## config.mk

```make
export PLATFORM = sky130hd
export DESIGN_NAME = nmea_sentence_checker_top
export DESIGN_NICKNAME = d
export VERILOG_FILES = /design/src/nsc_pkg.sv /design/src/nsc_in_stage.sv /design/src/nsc_parser.sv /design/src/nsc_out_stage.sv /design/src/nmea_sentence_checker_top.sv
export VERILOG_INCLUDE_DIRS = /design/src /design/src/src
export SDC_FILE = /design/constraint.sdc
export NUM_CORES = 1
export LEC_CHECK = 0
export BUFFER_PORTS_ARGS = -buffer_cell sky130_fd_sc_hd__buf_2
export CAP_MARGIN = 20
export CELL_PAD_IN_SITES_DETAIL_PLACEMENT = 1
export CELL_PAD_IN_SITES_GLOBAL_PLACEMENT = 1
export CORE_ASPECT_RATIO = 0.8
export CORE_MARGIN = 5
export CORE_UTILIZATION = 49
export DETAILED_ROUTE_END_ITERATION = 7
export PLACE_DENSITY = 0.93
export SETUP_SLACK_MARGIN = 0.02
export SLEW_MARGIN = 25
export SYNTH_ARGS = -nofsm -noshare
export SYNTH_HDL_FRONTEND = slang
export SYNTH_SLANG_ARGS = --single-unit
```

## constraint.sdc

```tcl
create_clock -name clk -period 4.4 [get_ports clk]
set_clock_uncertainty 0.1 [all_clocks]
set_input_delay 0.44 -clock clk [delete_from_list [all_inputs] [get_ports clk]]
set_output_delay 0.44 -clock clk [all_outputs]
set_load 0.03 [all_outputs]
```

## src/nmea_sentence_checker_top_defines.svh

```systemverilog
// ----------------------------------------------------------------------------
// nmea sentence checker assertion macros
// shared concurrent assertion forms for the checker rtl
// ----------------------------------------------------------------------------
`ifndef NMEA_SENTENCE_CHECKER_TOP_DEFINES_SVH
`define NMEA_SENTENCE_CHECKER_TOP_DEFINES_SVH

// same-cycle implication, disabled in reset
`define NSC_ASSERT_SAME(label, ante, cons, msg) \
    label: assert property (@(posedge clk) disable iff (!rst_n) (ante) |-> (cons)) \
        else $error(msg);

// next-cycle implication, disabled in reset
`define NSC_ASSERT_NEXT(label, ante, cons, msg) \
    label: assert property (@(posedge clk) disable iff (!rst_n) (ante) |=> (cons)) \
        else $error(msg);

`endif

```

## src/nsc_pkg.sv

```systemverilog
// ----------------------------------------------------------------------------
// nsc_pkg
// types, codes and character tables for the nmea sentence checker
// ----------------------------------------------------------------------------
package nsc_pkg;

    localparam int NUM_TYPES = 6;

    // status codes
    localparam logic [1:0] STATUS_ERR     = 2'd0;
    localparam logic [1:0] STATUS_UNKNOWN = 2'd1;
    localparam logic [1:0] STATUS_KNOWN   = 2'd2;

    localparam logic [2:0] TYPE_NONE = 3'd0;

    // header layout
    localparam logic [2:0] PREFIX_LEN = 3'd3;
    localparam logic [2:0] HEADER_LEN = 3'd6;

    // characters and hex decode offsets
    localparam logic [7:0] ASTERISK      = 8'h2A;
    localparam logic [7:0] HEX_ALPHA_MIN = 8'h3A;
    localparam logic [7:0] HEX_ALPHA_OFS = 8'h37;
    localparam logic [7:0] HEX_DIGIT_OFS = 8'h30;

    typedef struct packed {
        logic [7:0] data_byte;
        logic       last_byte;
    } in_word_t;

    typedef struct packed {
        logic [1:0] status;
        logic [2:0] sentence_type;
        logic [7:0] computed_sum;
        logic [7:0] received_sum;
    } out_word_t;

    // input register contents toward the parser
    typedef struct packed {
        logic     valid;
        in_word_t word;
    } in_hold_t;

    // parser result toward the output register
    typedef struct packed {
        logic      valid;
        out_word_t word;
    } result_t;

    // "$GP"
    function automatic logic [7:0] prefix_char(input logic [1:0] k);
        logic [7:0] c;
        case (k)
            2'd0:    c = 8'h24;
            2'd1:    c = 8'h47;
            default: c = 8'h50;
        endcase
        return c;
    endfunction

    // GGA GSA GSV RMC VTG ZDA, type t in 0..5, character k in 0..2
    function automatic logic [7:0] type_char(input logic [2:0] t, input logic [1:0] k);
        logic [23:0] name;
        case (t)
            3'd0:    name = "GGA";
            3'd1:    name = "GSA";
            3'd2:    name = "GSV";
            3'd3:    name = "RMC";
            3'd4:    name = "VTG";
            default: name = "ZDA";
        endcase
        case (k)
            2'd0:    return name[23:16];
            2'd1:    return name[15:8];
            default: return name[7:0];
        endcase
    endfunction

    // hex decode, low nibble of the difference; lower-case a..f decode like A..F
    function automatic logic [3:0] hex_nibble(input logic [7:0] d);
        logic [7:0] v;
        v = (d >= HEX_ALPHA_MIN) ? (d - HEX_ALPHA_OFS) : (d - HEX_DIGIT_OFS);
        return v[3:0];
    endfunction

endpackage

```

## src/nsc_in_stage.sv

```systemverilog
// ----------------------------------------------------------------------------
// nsc_in_stage
// input register for sentence bytes
// ----------------------------------------------------------------------------
module nsc_in_stage (
    input  logic              clk,
    input  logic              rst_n,
    input  logic              valid,
    output logic              stall,
    input  nsc_pkg::in_word_t word,
    input  logic              take,
    output nsc_pkg::in_hold_t hold
);

    logic              valid_reg;
    nsc_pkg::in_word_t word_reg;

    // full and not drained this cycle
    assign stall = valid_reg && !take;

    always_ff @(posedge clk or negedge rst_n)
    begin
        if (!rst_n)
        begin
            valid_reg <= 1'b0;
        end
        else if (!stall)
        begin
            valid_reg <= valid;
        end
    end

    always_ff @(posedge clk)
    begin
        if (valid && !stall)
        begin
            word_reg <= word;
        end
    end

    assign hold.valid = valid_reg;
    assign hold.word  = word_reg;

endmodule

```

## src/nsc_parser.sv

```systemverilog
// ----------------------------------------------------------------------------
// nsc_parser
// sentence state, checksum accumulation, header match and result build
// ----------------------------------------------------------------------------
module nsc_parser (
    input  logic              clk,
    input  logic              rst_n,
    input  logic              fire,
    input  nsc_pkg::in_word_t word,
    output nsc_pkg::result_t  result
);

    typedef enum logic [2:0] {
        PH_START,
        PH_BODY,
        PH_HI,
        PH_LO,
        PH_DONE
    } phase_t;

    phase_t     phase_reg, phase_next;
    logic [7:0] xor_reg, xor_next;
    logic [2:0] pos_reg, pos_next;
    logic       prefix_ok_reg, prefix_ok_next;
    logic [nsc_pkg::NUM_TYPES-1:0] cand_reg, cand_next;
    logic [3:0] high_nibble_reg, high_nibble_next;

    logic [7:0] b;
    logic [7:0] rx;
    logic [1:0] type_k;
    logic [1:0] prefix_k;
    logic [2:0] first_type;
    logic       in_prefix;
    logic       in_types;

    always_comb
    begin
        b        = word.data_byte;
        in_prefix = pos_reg < nsc_pkg::PREFIX_LEN;
        in_types  = !in_prefix && (pos_reg < nsc_pkg::HEADER_LEN);
        prefix_k  = pos_reg[1:0];
        type_k    = 2'(pos_reg - nsc_pkg::PREFIX_LEN);

        prefix_ok_next = prefix_ok_reg;
        if (in_prefix && (b != nsc_pkg::prefix_char(prefix_k)))
        begin
            prefix_ok_next = 1'b0;
        end

        cand_next = cand_reg;
        for (int t = 0; t < nsc_pkg::NUM_TYPES; t++)
        begin
            if (in_types && (nsc_pkg::type_char(3'(t), type_k) != b))
            begin
                cand_next[t] = 1'b0;
            end
        end

        pos_next = (pos_reg < nsc_pkg::HEADER_LEN) ? (pos_reg + 3'd1) : pos_reg;

        // lowest candidate wins
        first_type = nsc_pkg::TYPE_NONE;
        for (int t = nsc_pkg::NUM_TYPES - 1; t >= 0; t--)
        begin
            if (cand_next[t])
            begin
                first_type = 3'(t + 1);
            end
        end

        rx               = {high_nibble_reg, nsc_pkg::hex_nibble(b)};
        phase_next       = phase_reg;
        xor_next         = xor_reg;
        high_nibble_next = high_nibble_reg;
        result.valid     = 1'b0;
        result.word      = '0;

        case (phase_reg)
            PH_START:
            begin
                phase_next = PH_BODY;
            end
            PH_BODY:
            begin
                if (b == nsc_pkg::ASTERISK)
                begin
                    phase_next = PH_HI;
                end
                else
                begin
                    xor_next = xor_reg ^ b;
                end
            end
            PH_HI:
            begin
                high_nibble_next = nsc_pkg::hex_nibble(b);
                phase_next       = PH_LO;
            end
            PH_LO:
            begin
                result.valid             = fire;
                result.word.computed_sum = xor_reg;
                result.word.received_sum = rx;
                if (rx == xor_reg)
                begin
                    if (prefix_ok_next && (pos_next >= nsc_pkg::HEADER_LEN) &&
                        (cand_next != '0))
                    begin
                        result.word.status        = nsc_pkg::STATUS_KNOWN;
                        result.word.sentence_type = first_type;
                    end
                    else
                    begin
                        result.word.status = nsc_pkg::STATUS_UNKNOWN;
                    end
                end
                phase_next = PH_DONE;
            end
            default:
            begin
                phase_next = phase_reg;
            end
        endcase

        if (word.last_byte)
        begin
            // sentence cut short before the second digit
            if ((phase_reg != PH_LO) && (phase_reg != PH_DONE))
            begin
                result.valid             = fire;
                result.word.status       = nsc_pkg::STATUS_ERR;
                result.word.sentence_type = nsc_pkg::TYPE_NONE;
                result.word.computed_sum = xor_next;
                result.word.received_sum = '0;
            end
            phase_next       = PH_START;
            xor_next         = '0;
            pos_next         = '0;
            prefix_ok_next   = 1'b1;
            cand_next        = '1;
            high_nibble_next = '0;
        end
    end

    always_ff @(posedge clk or negedge rst_n)
    begin
        if (!rst_n)
        begin
            phase_reg       <= PH_START;
            xor_reg         <= '0;
            pos_reg         <= '0;
            prefix_ok_reg   <= 1'b1;
            cand_reg        <= '1;
            high_nibble_reg <= '0;
        end
        else if (fire)
        begin
            phase_reg       <= phase_next;
            xor_reg         <= xor_next;
            pos_reg         <= pos_next;
            prefix_ok_reg   <= prefix_ok_next;
            cand_reg        <= cand_next;
            high_nibble_reg <= high_nibble_next;
        end
    end

endmodule

```

## src/nsc_out_stage.sv

```systemverilog
// ----------------------------------------------------------------------------
// nsc_out_stage
// result register toward the downstream side
// ----------------------------------------------------------------------------
module nsc_out_stage (
    input  logic               clk,
    input  logic               rst_n,
    input  nsc_pkg::result_t   result,
    output logic               space,
    output logic               valid,
    input  logic               stall,
    output nsc_pkg::out_word_t word
);

    logic               valid_reg;
    nsc_pkg::out_word_t word_reg;

    // empty or draining this cycle
    assign space = !valid_reg || !stall;

    always_ff @(posedge clk or negedge rst_n)
    begin
        if (!rst_n)
        begin
            valid_reg <= 1'b0;
        end
        else if (space)
        begin
            valid_reg <= result.valid;
        end
    end

    always_ff @(posedge clk)
    begin
        if (space && result.valid)
        begin
            word_reg <= result.word;
        end
    end

    assign valid = valid_reg;
    assign word  = word_reg;

endmodule

```

## src/nmea_sentence_checker_top.sv

```systemverilog
// ----------------------------------------------------------------------------
// nmea_sentence_checker_top
// nmea 0183 checksum check and sentence type decode, one byte per word
// ----------------------------------------------------------------------------
// Takes one sentence byte per input word and sustains one word per clock
// while the result register is free: each byte passes an input register, the
// xor, header compare and hex decode logic, and lands in a result register;
// while the result register is full and stalled, a byte waits in the input
// register. Throughput is set only by the result register: the block
// stalls input only while a finished result waits and the downstream side
// stalls. The first byte after reset or after
// a word with last_byte set starts a sentence; the bytes between it and the
// asterisk are xored, the two following characters are read as hex (lower-case
// a..f decode like upper-case A..F) and one result word comes out after the
// second digit. A sentence that ends before that gives a checksum error
// result; trailing bytes such as CR and LF give nothing.
module nmea_sentence_checker_top (
    input  logic               clk,
    input  logic               rst_n,
    // sentence bytes
    input  logic               byte_valid,
    output logic               byte_stall,
    input  nsc_pkg::in_word_t  byte_word,
    // check results
    output logic               result_valid,
    input  logic               result_stall,
    output nsc_pkg::out_word_t result_word
);

    `include "nmea_sentence_checker_top_defines.svh"

    nsc_pkg::in_hold_t hold;
    nsc_pkg::result_t  result;
    logic              space;
    logic              fire;

    // a held byte is processed when the result register can take its outcome
    assign fire = hold.valid && space;

    nsc_in_stage u_in_stage (
        .clk   (clk),
        .rst_n (rst_n),
        .valid (byte_valid),
        .stall (byte_stall),
        .word  (byte_word),
        .take  (fire),
        .hold  (hold)
    );

    nsc_parser u_parser (
        .clk    (clk),
        .rst_n  (rst_n),
        .fire   (fire),
        .word   (hold.word),
        .result (result)
    );

    nsc_out_stage u_out_stage (
        .clk    (clk),
        .rst_n  (rst_n),
        .result (result),
        .space  (space),
        .valid  (result_valid),
        .stall  (result_stall),
        .word   (result_word)
    );

    // a passing status means the two sums agree
    `NSC_ASSERT_SAME(a_pass_sums_match,
        result_valid && (result_word.status != nsc_pkg::STATUS_ERR),
        result_word.computed_sum == result_word.received_sum,
        "passing result with differing sums")

    // a type is reported exactly with a known status
    `NSC_ASSERT_SAME(a_type_with_known,
        result_valid,
        (result_word.status == nsc_pkg::STATUS_KNOWN) ==
            (result_word.sentence_type != nsc_pkg::TYPE_NONE),
        "sentence type and status disagree")

    // a result is only produced when the parser consumes a byte
    `NSC_ASSERT_SAME(a_result_needs_fire,
        result.valid,
        fire,
        "result raised without a consumed byte")

    // an accepted byte is held in the input register next cycle
    `NSC_ASSERT_NEXT(a_accept_held,
        byte_valid && !byte_stall,
        hold.valid,
        "accepted byte not held")

endmodule

```

* After elaboration in Yosys (flattened, before gate mapping)
Cells that the tools add are included.
** Storage, ports and cells
- Output and inout port bits :: 23
- Register bits :: 57
- Input port bits :: 13
- Logic and storage cells :: 109
** Cells by class
- Bitwise operators :: 1
- $lt $le $gt $ge :: 4
- Eq/ne operators :: 17
- Multiplexer cells :: 39
- Add/sub/neg operators :: 4
- Reductions and logical operators :: 30
** Operator list (number)
- $mux W22 :: 3
- $pmux W5 S2 :: 5
- $ne A7 B8 Y1 :: 6
- $mux W3 :: 12
- $mux W8 :: 3
- $logic_and A1 B1 Y1 :: 15
- $pmux W7 S2 :: 1
- $mux W4 :: 3
- $pmux W3 S4 :: 1
- $eq A8 B6 Y1 const B :: 1
- $eq A8 B8 Y1 :: 1
- $ge A8 B6 Y1 const B :: 1
- $mux W1 :: 8
- $ne A8 B7 Y1 :: 1
- $xor A8 B8 Y8 :: 1
- $eq A3 B2 Y1 const B :: 2
- $mux W6 :: 1
- $ne A3 B2 Y1 const B :: 2
- $reduce_bool A6 Y1 :: 1
- $logic_not A1 Y1 :: 5
- $mux W5 :: 1
- $reduce_bool A5 Y1 :: 1
- $eq A2 B1 Y1 const B :: 2
- $logic_not A2 Y1 :: 2
- other kinds (16) :: 16

* Depth between registers and ports, before layout
Gate-level depths: netlist (run 1).
- Word-level depth :: 18
- Depth in mapped cells :: 9
- Gate-level depth less buffers :: 8

* By module
A second synthesis (run 1) with hierarchy kept.
** Unflattened totals
- Cells, all modules :: 345
- Area total of the unflattened synthesis :: 3383.2 um^2
** By module, submodules not included
- nsc_parser :: cells an instance 304, area an instance 2363.5 um^2, times used 1
- nsc_out_stage :: cells an instance 25, area an instance 678.2 um^2, times used 1
- nsc_in_stage :: cells an instance 15, area an instance 335.3 um^2, times used 1
- nmea_sentence_checker_top :: cells an instance 1, area an instance 6.3 um^2, times used 1

* Worst setup path after synthesis (run 1)
Ideal clock, no wire load.
- Kind :: reg-to-reg
- From :: register u_parser.pos_reg[1]
- To :: register u_out_stage.word_reg (netlist bit u_out_stage.word[19]), data pin
- Setup time :: 254 ps
- Required time :: 4046 ps
- Cell stages (with the launch flop) :: 10
- Data arrival time :: 2315 ps
- Buffers on the path :: 1
- Path slack :: 1731 ps
- Path through :: dfrtp_1 inv_1 ha_1 buf_6 or4b_1 a2111oi_2 o21ai_0 and2_1 and4_4 o21a_1
** RTL lines
- from (decl) :: line nsc_parser.sv:23 : logic [2:0] pos_reg, pos_next;
- from (signal assigned) :: line nsc_parser.sv:160 : pos_reg <= pos_next;
- to (signal assigned) :: line nsc_out_stage.sv:37 : word_reg <= result.word;
- to (decl) :: line nsc_out_stage.sv:16 : nsc_pkg::out_word_t word_reg;

==> summary.md, run 1 <==
| Metric | Value |
|---|---|
| Status | `completed` |
| CP Data Arrival Time | `2.97 ns` |
| Critical Path Fanout Max | `8` |
| Commonest cells in the synthesized netlist | `o21ai_0, nand2_1, a21oi_1` |
| Clk sinks | `57` |
| Final antenna-violating net count | `0` |
| Hold Buf Count CTS | `0` |
| Largest cells by area after synthesis | `edfxtp_1, dfrtp_1, dfstp_2, o21ai_0, a21oi_1` |
| Seq cells post-synth | `57` |
| Unrepaired setup endpoints after global routing | `no` |
| DRT Pass-1 Iters | `4` |
| Pins Over Slew Limit | `0` |
| Top-count cell post-synth | `o21ai_0` |
| Post-layout net count | `roughly 380` |
| Endpoints failing hold | `0` |
| Num ports | `36` |
| Clock root cell | `clkbuf_8` |
| Post-Syn Instances | `around 330` |
| Final Critical Period | `between 2 and 3 ns` |
| Port Buffers | `35` |
| Synth unique cells | `55` |
| DRT iter0 DRCs | `between 150 and 200` |
| Syn Nets | `351` |
| Max Fclk | `around 340 MHz` |
| Yosys Warn Count | `0` |
| Adder-cell share of the synthesized area | `0.0269` |
| Initial core utilization | `0.508` |
| Crit end category | `flop` |
| Mux cell area share after synthesis | `0` |
| Netlist Area Pre-Place | `~3300 sq um` |
| Cell family with most CP delay | `simple AND/OR/NAND/NOR gates` |
| Synth Area in Compound Gates | `0.196` |
| Crit path launch type | `flop` |
| Vias in the first global route | `about 2.7k` |
| Post-route setup TNS | `0 ns` |
| Die area | `around 8400 sq um` |
| H-tree depth | `3` |
| Leak | `roughly 1.4 nW` |
| Routability-driven placement congestion ratio | `approximately 0.87` |
| First-pass GRT wire length | `roughly 14 mm` |
| CP Data Required Time | `~4.4 ns` |
| GRT Util Overall | `0.216` |
| Wire per inst | `about 19 um` |
| Sequential-to-total area share from yosys stat | `0.487` |
| Ys flop type | `edfxtp_1` |
| Post-DP HPWL | `roughly 6 mm` |
| Syn Area/Cell | `slightly below 10 sq um` |
| Core area | `approximately 6400 sq um` |
| Critical path type | `reg -> reg` |
| Post_cts resized | `0` |
| Cells along the critical path | `inv_1 -> ha_1 -> or4b_1 -> a2111oi_2 -> o21ai_0 -> and2_1 -> and4_4 -> o21a_1` |
| Clk buf depth | `2` |
| Final setup viols | `0` |
| Tcrit/Tclk final | `0.675` |
| VDD IR max | `between 0.0002 and 0.00025 V` |
| Combinational family with the most area after synthesis | `compound AO/OA/AOI/OAI gates` |
| Reg clk slew, reported paths | `about 0.060 ns` |
| XOR/XNOR Fraction of Synth Area | `0.0538` |
| Via-per-instance ratio | `roughly 6` |
| # DRC | `0` |
| Num rows | `26` |
| Wirelength, routed | `8.57 mm` |
| Util after Layout | `0.560` |
| Cell Count, Final, Fillers Out | `between 400 and 500` |
| CTS Buf Count | `9` |
| Fraction of registers with async set/reset | `0.474` |
| Post-CTS Setup Inserts | `0` |
| CP bufs+invs | `1` |
| Tightest Pin Transition | `around 0.76 ns` |
| Number of flip-flops in the largest register | `21` |
| CTS tree | `yes` |
| Largest net degree at the start of global routing | `35` |
| Max Cap Violations | `0` |
| Total placed cells including tap cells | `around 430` |
| Ratio of cells with drive above 1 in the final layout | `0.174` |
| Die Height | `approximately 83 um` |
| Area Overhead vs Synth | `10.4%` |
| Synth top area share | `0.277` |
| EDFF count, synth | `30` |
| Largest area contributor in the netlist | `edfxtp_1` |
| Gr ovfl total | `0` |
| Power density over the cells | `roughly 450 nW/um^2` |
| Via count | `approximately 2.7k` |
| Worst hold path type | `in -> async` |
| Max_slew headroom | `0.496` |
| Antenna violations before repair | `0` |
| Max stage delay cell, worst path | `or4b_1` |
| Clk_lat worst skew | `0.34 ns` |
| Die Width | `slightly above 100 um` |
| Diodes inserted | `0` |
| Simple-gate share of the synthesized area | `0.187` |
| Crit path largest cell delay | `0.58 ns` |
==> worst paths after layout <==
check	to	depth (start not counted)	slack [ns]	startpoint
min in group clk	u_in_stage.hold[0]	1	0.17	byte_word[0]
worst min register to register	u_parser.cand_reg[4]	2	0.39	u_parser.cand_reg[4]
max in group asynchronous	u_parser.high_nibble_reg[1]	1	3.71	rst_n
worst min-delay path	u_parser.pos_reg[2]	1	0.04	rst_n
worst max-delay path	u_out_stage.word[19]	8	1.43	u_parser.pos_reg[1]
worst max register to register	u_out_stage.word[19]	8	1.43	u_parser.pos_reg[1]
==> through the flow <==
stage	power (W)	worst slack, ns	hold slack, ns	cell area (sq um)
2_1_floorplan	0.00108	1.73	0.0444	3250
3_3_place_gp	0.00117	1.62	0.379	3430
3_5_place_dp	0.00121	1.45	0.380	3430
4_1_cts	0.00164	1.43	0.0471	3590
5_1_grt	0.00173	1.26	0.0817	3590
6_report	0.00162	1.43	0.0409	3590
==> cell type report <==
cell class / instances / area [sq um]
fill: 744 / 2820
sequential: 57 / 1590
multi-input combinational: 244 / 1510
timing repair buffer: 37 / 190
clock buffer: 12 / 145
tap: 84 / 105
inverter: 9 / 33.8
clock inverter: 4 / 20.0
==> report_power, final <==
group          switching [W]  total [W]  internal (W)  leakage (nW)
sequential          0.000103   0.000757      0.000653         0.625
combinational       0.000278   0.000445      0.000167         0.716
clock               0.000207   0.000422      0.000215        0.0815
total               0.000588    0.00162       0.00104          1.42
==> layer usage <==
| metal | track usage | vias up | part of all wire |
|---|---|---|---|
| met5 | 0 | - | 0 |
| met4 | 0.0592 | 0 | 0.015 |
| met3 | 0.0611 | 15 | 0.059 |
| met2 | 0.330 | 91 | 0.48 |
| met1 | 0.300 | 1348 | 0.45 |
| li1 | - | 1268 | - |
==> layout by cell type, fill, tap and decap left out, types with 5 or more instances in the layout <==
cell      Yosys  final
o21ai_0      35     35
buf_2         2     35
nand2_1      33     33
a21oi_1      32     31
edfxtp_1     30     30
dfrtp_1      20     20
nor3_1       16     16
nand3_1      15     15
nor2_1       13     13
xnor2_1      11     11
clkbuf_8      0     10
inv_1         9      9
xor2_1        9      9
o31ai_1       8      8
and3_1        7      7
ha_1          7      7
dfstp_2       7      7
and2_1        5      5
==> logic make-up (layout without fill, tap and decap cells) <==
family | after synthesis | in the layout
AOI/OAI and AO/OA | 103 | 103
xor gates and xnor gates | 20 | 20
adders and majority gates | 7 | 7
buffers and inverters | 30 | 62
DFF | 57 | 57
and+or+nand+nor | 114 | 114
==> worst reg2reg max path: cells and delay by family, from the launching register on <==
family,cells,cell delay (ns)
AOI/OAI and AO/OA,3,0.69
buffers and inverters,1,0.17
adders and majority gates,1,0.34
and+or+nand+nor,3,0.99
DFF,1,0.44
Power figures use the tool's default switching activity.
==> run 2, diff against run 1 <==
--- a/config.mk
+++ b/config.mk
@@ -12,9 +12,9 @@
 export CELL_PAD_IN_SITES_GLOBAL_PLACEMENT = 1
 export CORE_ASPECT_RATIO = 0.8
 export CORE_MARGIN = 5
-export CORE_UTILIZATION = 49
+export CORE_UTILIZATION = 46
 export DETAILED_ROUTE_END_ITERATION = 7
-export PLACE_DENSITY = 0.93
+export PLACE_DENSITY = 0.88
 export SETUP_SLACK_MARGIN = 0.02
 export SLEW_MARGIN = 25
 export SYNTH_ARGS = -nofsm -noshare
==> constraint.sdc (replaced) <==
create_clock -name clk -period 3 [get_ports clk]
set_clock_uncertainty 0.1 [all_clocks]
set_input_delay 0.3 -clock clk [delete_from_list [all_inputs] [get_ports clk]]
set_output_delay 0.3 -clock clk [all_outputs]
set_load 0.03 [all_outputs]
==> run 2 against run 1 <==
  * Utilization decreased by 2.7 points
  * Total power increased by 48%
  * Critical path depth decreased by 2
  * Worst hold slack got worse by 0.016 ns
  * Highest routed layer unchanged
  * Largest power group unchanged
  * Global-route usage decreased by 0.75 points
  * Via count increased by 0.51%
  * Combinational power increased by 59%
  * Sequential power increased by 45%
  * Largest cell class unchanged
  * Flip-flop and latch count unchanged
  * Die area increased by 5.8%
==> summary.md, run 2 (synthesized netlist as in run 1, its figures left out) <==
| Metric | Value |
|---|---|
| Num ports | `36` |
| First-pass GRT wire length | `14.8 mm` |
| CTS Buf Count | `9` |
| Post-layout net count | `~390` |
| Core area | `between 6000 and 7000 sq um` |
| Crit path launch type | `flop` |
| Critical path type | `reg -> reg` |
| Gr ovfl total | `0` |
| CP bufs+invs | `0` |
| DRT iter0 DRCs | `about 140` |
| Port Buffers | `35` |
| Via-per-instance ratio | `5.93` |
| Pins Over Slew Limit | `0` |
| Final Critical Period | `around 2.8 ns` |
| Vias in the first global route | `slightly below 3k` |
| Clock root cell | `clkbuf_8` |
| Final antenna-violating net count | `0` |
| DRT Pass-1 Iters | `4` |
| Tightest Pin Transition | `0.745 ns` |
| Crit path largest cell delay | `around 0.65 ns` |
| Max_slew headroom | `0.503` |
| Number of flip-flops in the largest register | `21` |
| Die area | `just under 9000 sq um` |
| Power density over the cells | `656 nW/um^2` |
| # DRC | `0` |
| CP Launch Point | `u_in_stage.hold[4]` |
| Leak | `1.47 nW` |
| Final setup viols | `0` |
| Reg clk slew, reported paths | `about 0.07 ns` |
| VDD IR max | `~0.00028 V` |
| Diodes inserted | `0` |
| GRT Util Overall | `0.209` |
| CTS tree | `yes` |
| Clk sinks | `between 50 and 60` |
| Antenna violations before repair | `0` |
| Hold_sp | `byte_word[2]` |
| Post-route setup TNS | `0 ns` |
| Die Width | `104 um` |
| CP Data Arrival Time | `2.81 ns` |
| Max stage delay cell, worst path | `nor4b_1` |
| Largest net degree at the start of global routing | `28` |
| Commonest non-fill, non-tap cell in the layout | `buf_2` |
| Area Overhead vs Synth | `13.0%` |
| Initial core utilization | `0.472` |
| H-tree depth | `3` |
| Post-CTS Setup Inserts | `0` |
| Cells along the critical path | `nor4b_1 -> nand3_1 -> nor3_1 -> o21ai_0 -> and4_4 -> o21a_1` |
| Unrepaired setup endpoints after global routing | `no` |
| Tcrit/Tclk final | `0.936` |
| Crit end category | `flop` |
| Num rows | `27` |
| Wire per inst | `~19 um` |
| Reg-to-reg critical path startpoint | `u_in_stage.hold[4]` |
| Util after Layout | `0.533` |
| Critical Path Fanout Max | `14` |
| Max Fclk | `356 MHz` |
| Routability-driven placement congestion ratio | `0.839` |
| Via count | `between 2k and 3k` |
| Ratio of cells with drive above 1 in the final layout | `0.203` |
| CP Data Required Time | `3.00 ns` |
| Die Height | `roughly 85 um` |
| Endpoints failing hold | `0` |
| Worst hold path type | `in -> reg` |
| Post-DP HPWL | `~6.3 mm` |
| Highest-count cells in the layout ignoring fill and taps | `buf_2, o21ai_0, nand2_1` |
| Max Cap Violations | `0` |
| Cell family with most CP delay | `simple AND/OR/NAND/NOR gates` |
| Clk buf depth | `2` |
| Wirelength, routed | `approximately 9 mm` |
| Clk_lat worst skew | `0.35 ns` |
| Status | `completed` |
-- run 2: metrics by stage --
stage / total power, W / instances / hold slack (ns) / setup slack (ns) / instance area, sq um
floorplan: 0.00159 / 331 / -0.0956 / 0.331 / 3250
finish: 0.00241 / 461 / 0.0254 / 0.191 / 3680
global route: 0.00255 / 461 / 0.0148 / 0.0409 / 3680
CTS: 0.00242 / 461 / 0.0143 / 0.0301 / 3670
detailed placement: 0.00181 / 444 / 0.280 / 0.0405 / 3500
global placement: 0.00175 / 444 / 0.272 / 0.199 / 3500
-- run 2: path summary, 6_finish.rpt --
path / end / slack (ns) / depth (start not counted)
min in group asynchronous: u_parser.pos_reg[2] / 0.43 / 2
worst min-delay path: u_in_stage.hold[2] / 0.03 / 1
worst max register to register: u_out_stage.word[19] / 0.19 / 6
max in group asynchronous: u_parser.pos_reg[0] / 1.89 / 2
worst min register to register: u_parser.cand_reg[4] / 0.39 / 2
worst max-delay path: u_out_stage.word[19] / 0.19 / 6
-- run 2: layout make-up --
type	count	area [sq um]
sequential	57	1590
clock inverter	5	25.0
inverter	9	33.8
tap	87	109
clock buffer	11	131
timing repair buffer	48	275
multi-input combinational	244	1510
fill	809	3220
-- run 2: power breakdown --
| part | total, W | internal (W) | leakage, nW | switching (W) |
|---|---|---|---|---|
| logic | 0.000706 | 0.000278 | 0.768 | 0.000428 |
| clock network | 0.000602 | 0.000291 | 0.0782 | 0.000311 |
| registers | 0.00110 | 0.000960 | 0.622 | 0.000144 |
| total | 0.00241 | 0.00153 | 1.47 | 0.000883 |
-- run 2: timing repair --
item / in CTS / in global routing
hold buffers: 1 / 0
endpoints found under the setup margin: 0 / 5
resized for setup: 0 / 4
endpoints found under the hold margin: 20 / 0
-- run 2: layer usage --
layer	track usage	wire, um	part of all wire	vias to the layer above
met5	0	0	0	-
met4	0.0765	136	0.016	0
met3	0.0494	413	0.047	15
met2	0.358	4230	0.48	64
met1	0.258	3970	0.45	1367
li1	-	-	-	1290
==> run 3, diff against run 2 <==
--- a/config.mk
+++ b/config.mk
@@ -14,6 +14,7 @@
 export CORE_MARGIN = 5
 export CORE_UTILIZATION = 46
 export DETAILED_ROUTE_END_ITERATION = 7
+export GPL_TIMING_DRIVEN = 0
 export PLACE_DENSITY = 0.88
 export SETUP_SLACK_MARGIN = 0.02
 export SLEW_MARGIN = 25
==> run 3 against run 2 <==
  * Critical path depth rose by 3
  * Cell area rose by 4.5%
  * Largest power group unchanged
  * Global-route usage rose by 0.54 points
  * Routed wire length rose by 4.6%
  * Flip-flop and latch count did not move
  * Highest routed layer unchanged
  * Non-clock buffer count rose by 12
  * Utilization rose by 2.4 points
  * Critical path type unchanged
==> summary.md, run 3 (synthesized netlist as in run 1, its figures left out) <==
| Metric | Value |
|---|---|
| Status | `completed` |
| GRT Util Overall | `0.214` |
| First-pass GRT wire length | `15.1 mm` |
| Reg clk slew, reported paths | `about 0.070 ns` |
| Wire per inst | `about 19 um` |
| Area of the multi-input gates | `1540 sq um` |
| Area Overhead vs Synth | `18.1%` |
| Ratio of cells with drive above 1 in the final layout | `0.210` |
| Die Width | `around 100 um` |
| Final antenna-violating net count | `0` |
| Util after Layout | `0.558` |
| Commonest non-fill, non-tap cell in the layout | `buf_2` |
| Num rows | `27` |
| Post-DP HPWL | `roughly 6.4 mm` |
| Vias in the first global route | `roughly 2.9k` |
| Largest net degree at the start of global routing | `28` |
| CP Data Required Time | `3.11 ns` |
| CTS Buf Count | `9` |
| DRT iter0 DRCs | `roughly 180` |
| Clk buf depth | `2` |
| Max stage delay cell, worst path | `or4_4` |
| Diodes inserted | `0` |
| Initial core utilization | `0.472` |
| Final Cell Area | `approximately 3800 sq um` |
| Endpoints failing hold | `0` |
| Final Critical Period | `around 2.9 ns` |
| Reg2reg setup slack | `roughly 0.15 ns` |
| Die area | `approximately 8900 sq um` |
| Tightest Pin Transition | `between 0.7 and 0.8 ns` |
| Crit end category | `flop` |
| # DRC | `0` |
| Unrepaired setup endpoints after global routing | `no` |
| Gr ovfl total | `0` |
| VDD IR max | `roughly 0.00054 V` |
| Final setup viols | `0` |
| Crit path launch type | `flop` |
| Reg-to-reg critical path startpoint | `u_in_stage.hold[1]` |
| DRT Pass-1 Iters | `4` |
| Number of flip-flops in the largest register | `21` |
| Max Cap Violations | `0` |
| Cells along the critical path | `clkbuf_4 -> inv_1 -> ha_1 -> o2111ai_1 -> a32oi_2 -> xnor2_1 -> nand3_1 -> or4_4 -> and4b_1` |
| Antenna violations before repair | `0` |
| Fillers | `between 700 and 800` |
| Crit path largest cell delay | `between 0.5 and 0.6 ns` |
| Via count | `~2.8k` |
| Worst hold path type | `in -> reg` |
| Max Fclk | `350 MHz` |
| Critical path type | `reg -> reg` |
| DP Area | `roughly 3500 sq um` |
| Routability-driven placement congestion ratio | `around 0.85` |
| CP Data Arrival Time | `around 3 ns` |
| Critical Path Fanout Max | `10` |
| Wirelength, routed | `9.15 mm` |
| CP Launch Point | `u_in_stage.hold[1]` |
| Num ports | `36` |
| Die Height | `85.2 um` |
| H-tree depth | `3` |
| Hold_sp | `byte_word[6]` |
| Critical Path End | `u_out_stage.word[18]` |
| Reg-to-Reg End | `u_out_stage.word[18]` |
| Power density over the cells | `700 nW/um^2` |
| Clk_lat worst skew | `0.34 ns` |
| R2r worst-path depth | `9` |
| Via-per-instance ratio | `between 5 and 6` |
| Clk sinks | `57` |
| Max_slew headroom | `0.505` |
| Pins Over Slew Limit | `0` |
| Reg area | `around 1600 sq um` |
| Port Buffers | `35` |
| Core area | `about 6900 sq um` |
| CTS tree | `yes` |
| Total power draw | `0.00269 W` |
| Post-layout net count | `401` |
| Highest-count cells in the layout ignoring fill and taps | `buf_2, nand2_1, a21oi_1, o21ai_0, edfxtp_1` |
| Tcrit/Tclk final | `0.952` |
| Leak | `around 1.5 nW` |
| Clock root cell | `clkbuf_8` |
## run 3: changes by cell type in the layout (fill, tap and decap cells not counted), moves of 2 or more
cell / delta
o21ai_1: +2
buf_4: -7
buf_6: +5
clkbuf_1: +11
clkinv_2: -2
o21ai_0: -3
bufinv_16: +3
## run 3: through the flow
stage / TNS [ns] / hold WS [ns] / instances / setup WS, ns
finish: 0 / 0.0260 / 473 / 0.145
global route: 0 / 0.00941 / 473 / 0.0145
CTS: 0 / 0.0163 / 470 / 0.0202
detailed placement: -0.00929 / 0.275 / 453 / -0.00929
global placement: -3.72 / 0.271 / 453 / -0.178
floorplan: 0 / -0.0956 / 331 / 0.331
## run 3: report_power, final
part | switching (W) | total, W | internal [W]
clock | 0.000322 | 0.000870 | 0.000548
combinational | 0.000457 | 0.000732 | 0.000274
sequential | 0.000127 | 0.00109 | 0.000960
## run 3: worst min path at each step
stage                     cells past startpoint  slack (ns)              endpoint
after floorplan                               0        -0.1  u_in_stage.valid_reg
after global placement                        1        0.27   u_parser.pos_reg[2]
after detailed placement                      1        0.28   u_parser.pos_reg[2]
after CTS                                     1        0.02    u_in_stage.hold[7]
after global routing                          1       0.009    u_in_stage.hold[7]
final                                         1        0.03    u_in_stage.hold[6]
## run 3: critical path, delay by kind of cell, from the launching register on
| kind | cells | cell delay, ns |
|---|---|---|
| simple gates | 3 | 0.97 |
| buf+inv | 2 | 0.34 |
| compound gates | 2 | 0.42 |
| fa+ha+maj | 1 | 0.25 |
| xor+xnor | 1 | 0.17 |
| flops | 1 | 0.47 |
## run 3: per-layer routing
layer | routed length (um) | up-vias | GRT usage
met2 | 4350 | 73 | 0.359
li1 | - | 1321 | -
met5 | 0 | - | 0
met3 | 482 | 10 | 0.0532
met4 | 100 | 0 | 0.0624
met1 | 4220 | 1425 | 0.277
## run 3: layout make-up
class	count	share of cell area
buffer	21	0.0335
tap	87	0.0283
timing repair buffer	39	0.0541
clock inverter	6	0.0277
clock buffer	10	0.0332
multi-input combinational	244	0.401
sequential	57	0.413
inverter	9	0.00879
## run 3: what timing repair did
| action | in CTS | in global routing |
|---|---|---|
| setup buffers | 0 | 3 |
| gates resized for setup | 3 | 9 |
| hold buffers | 1 | 0 |
| pin swaps | 0 | 3 |
| endpoints found under the hold margin | 20 | 0 |
| endpoints found under the setup margin | 3 | 5 |
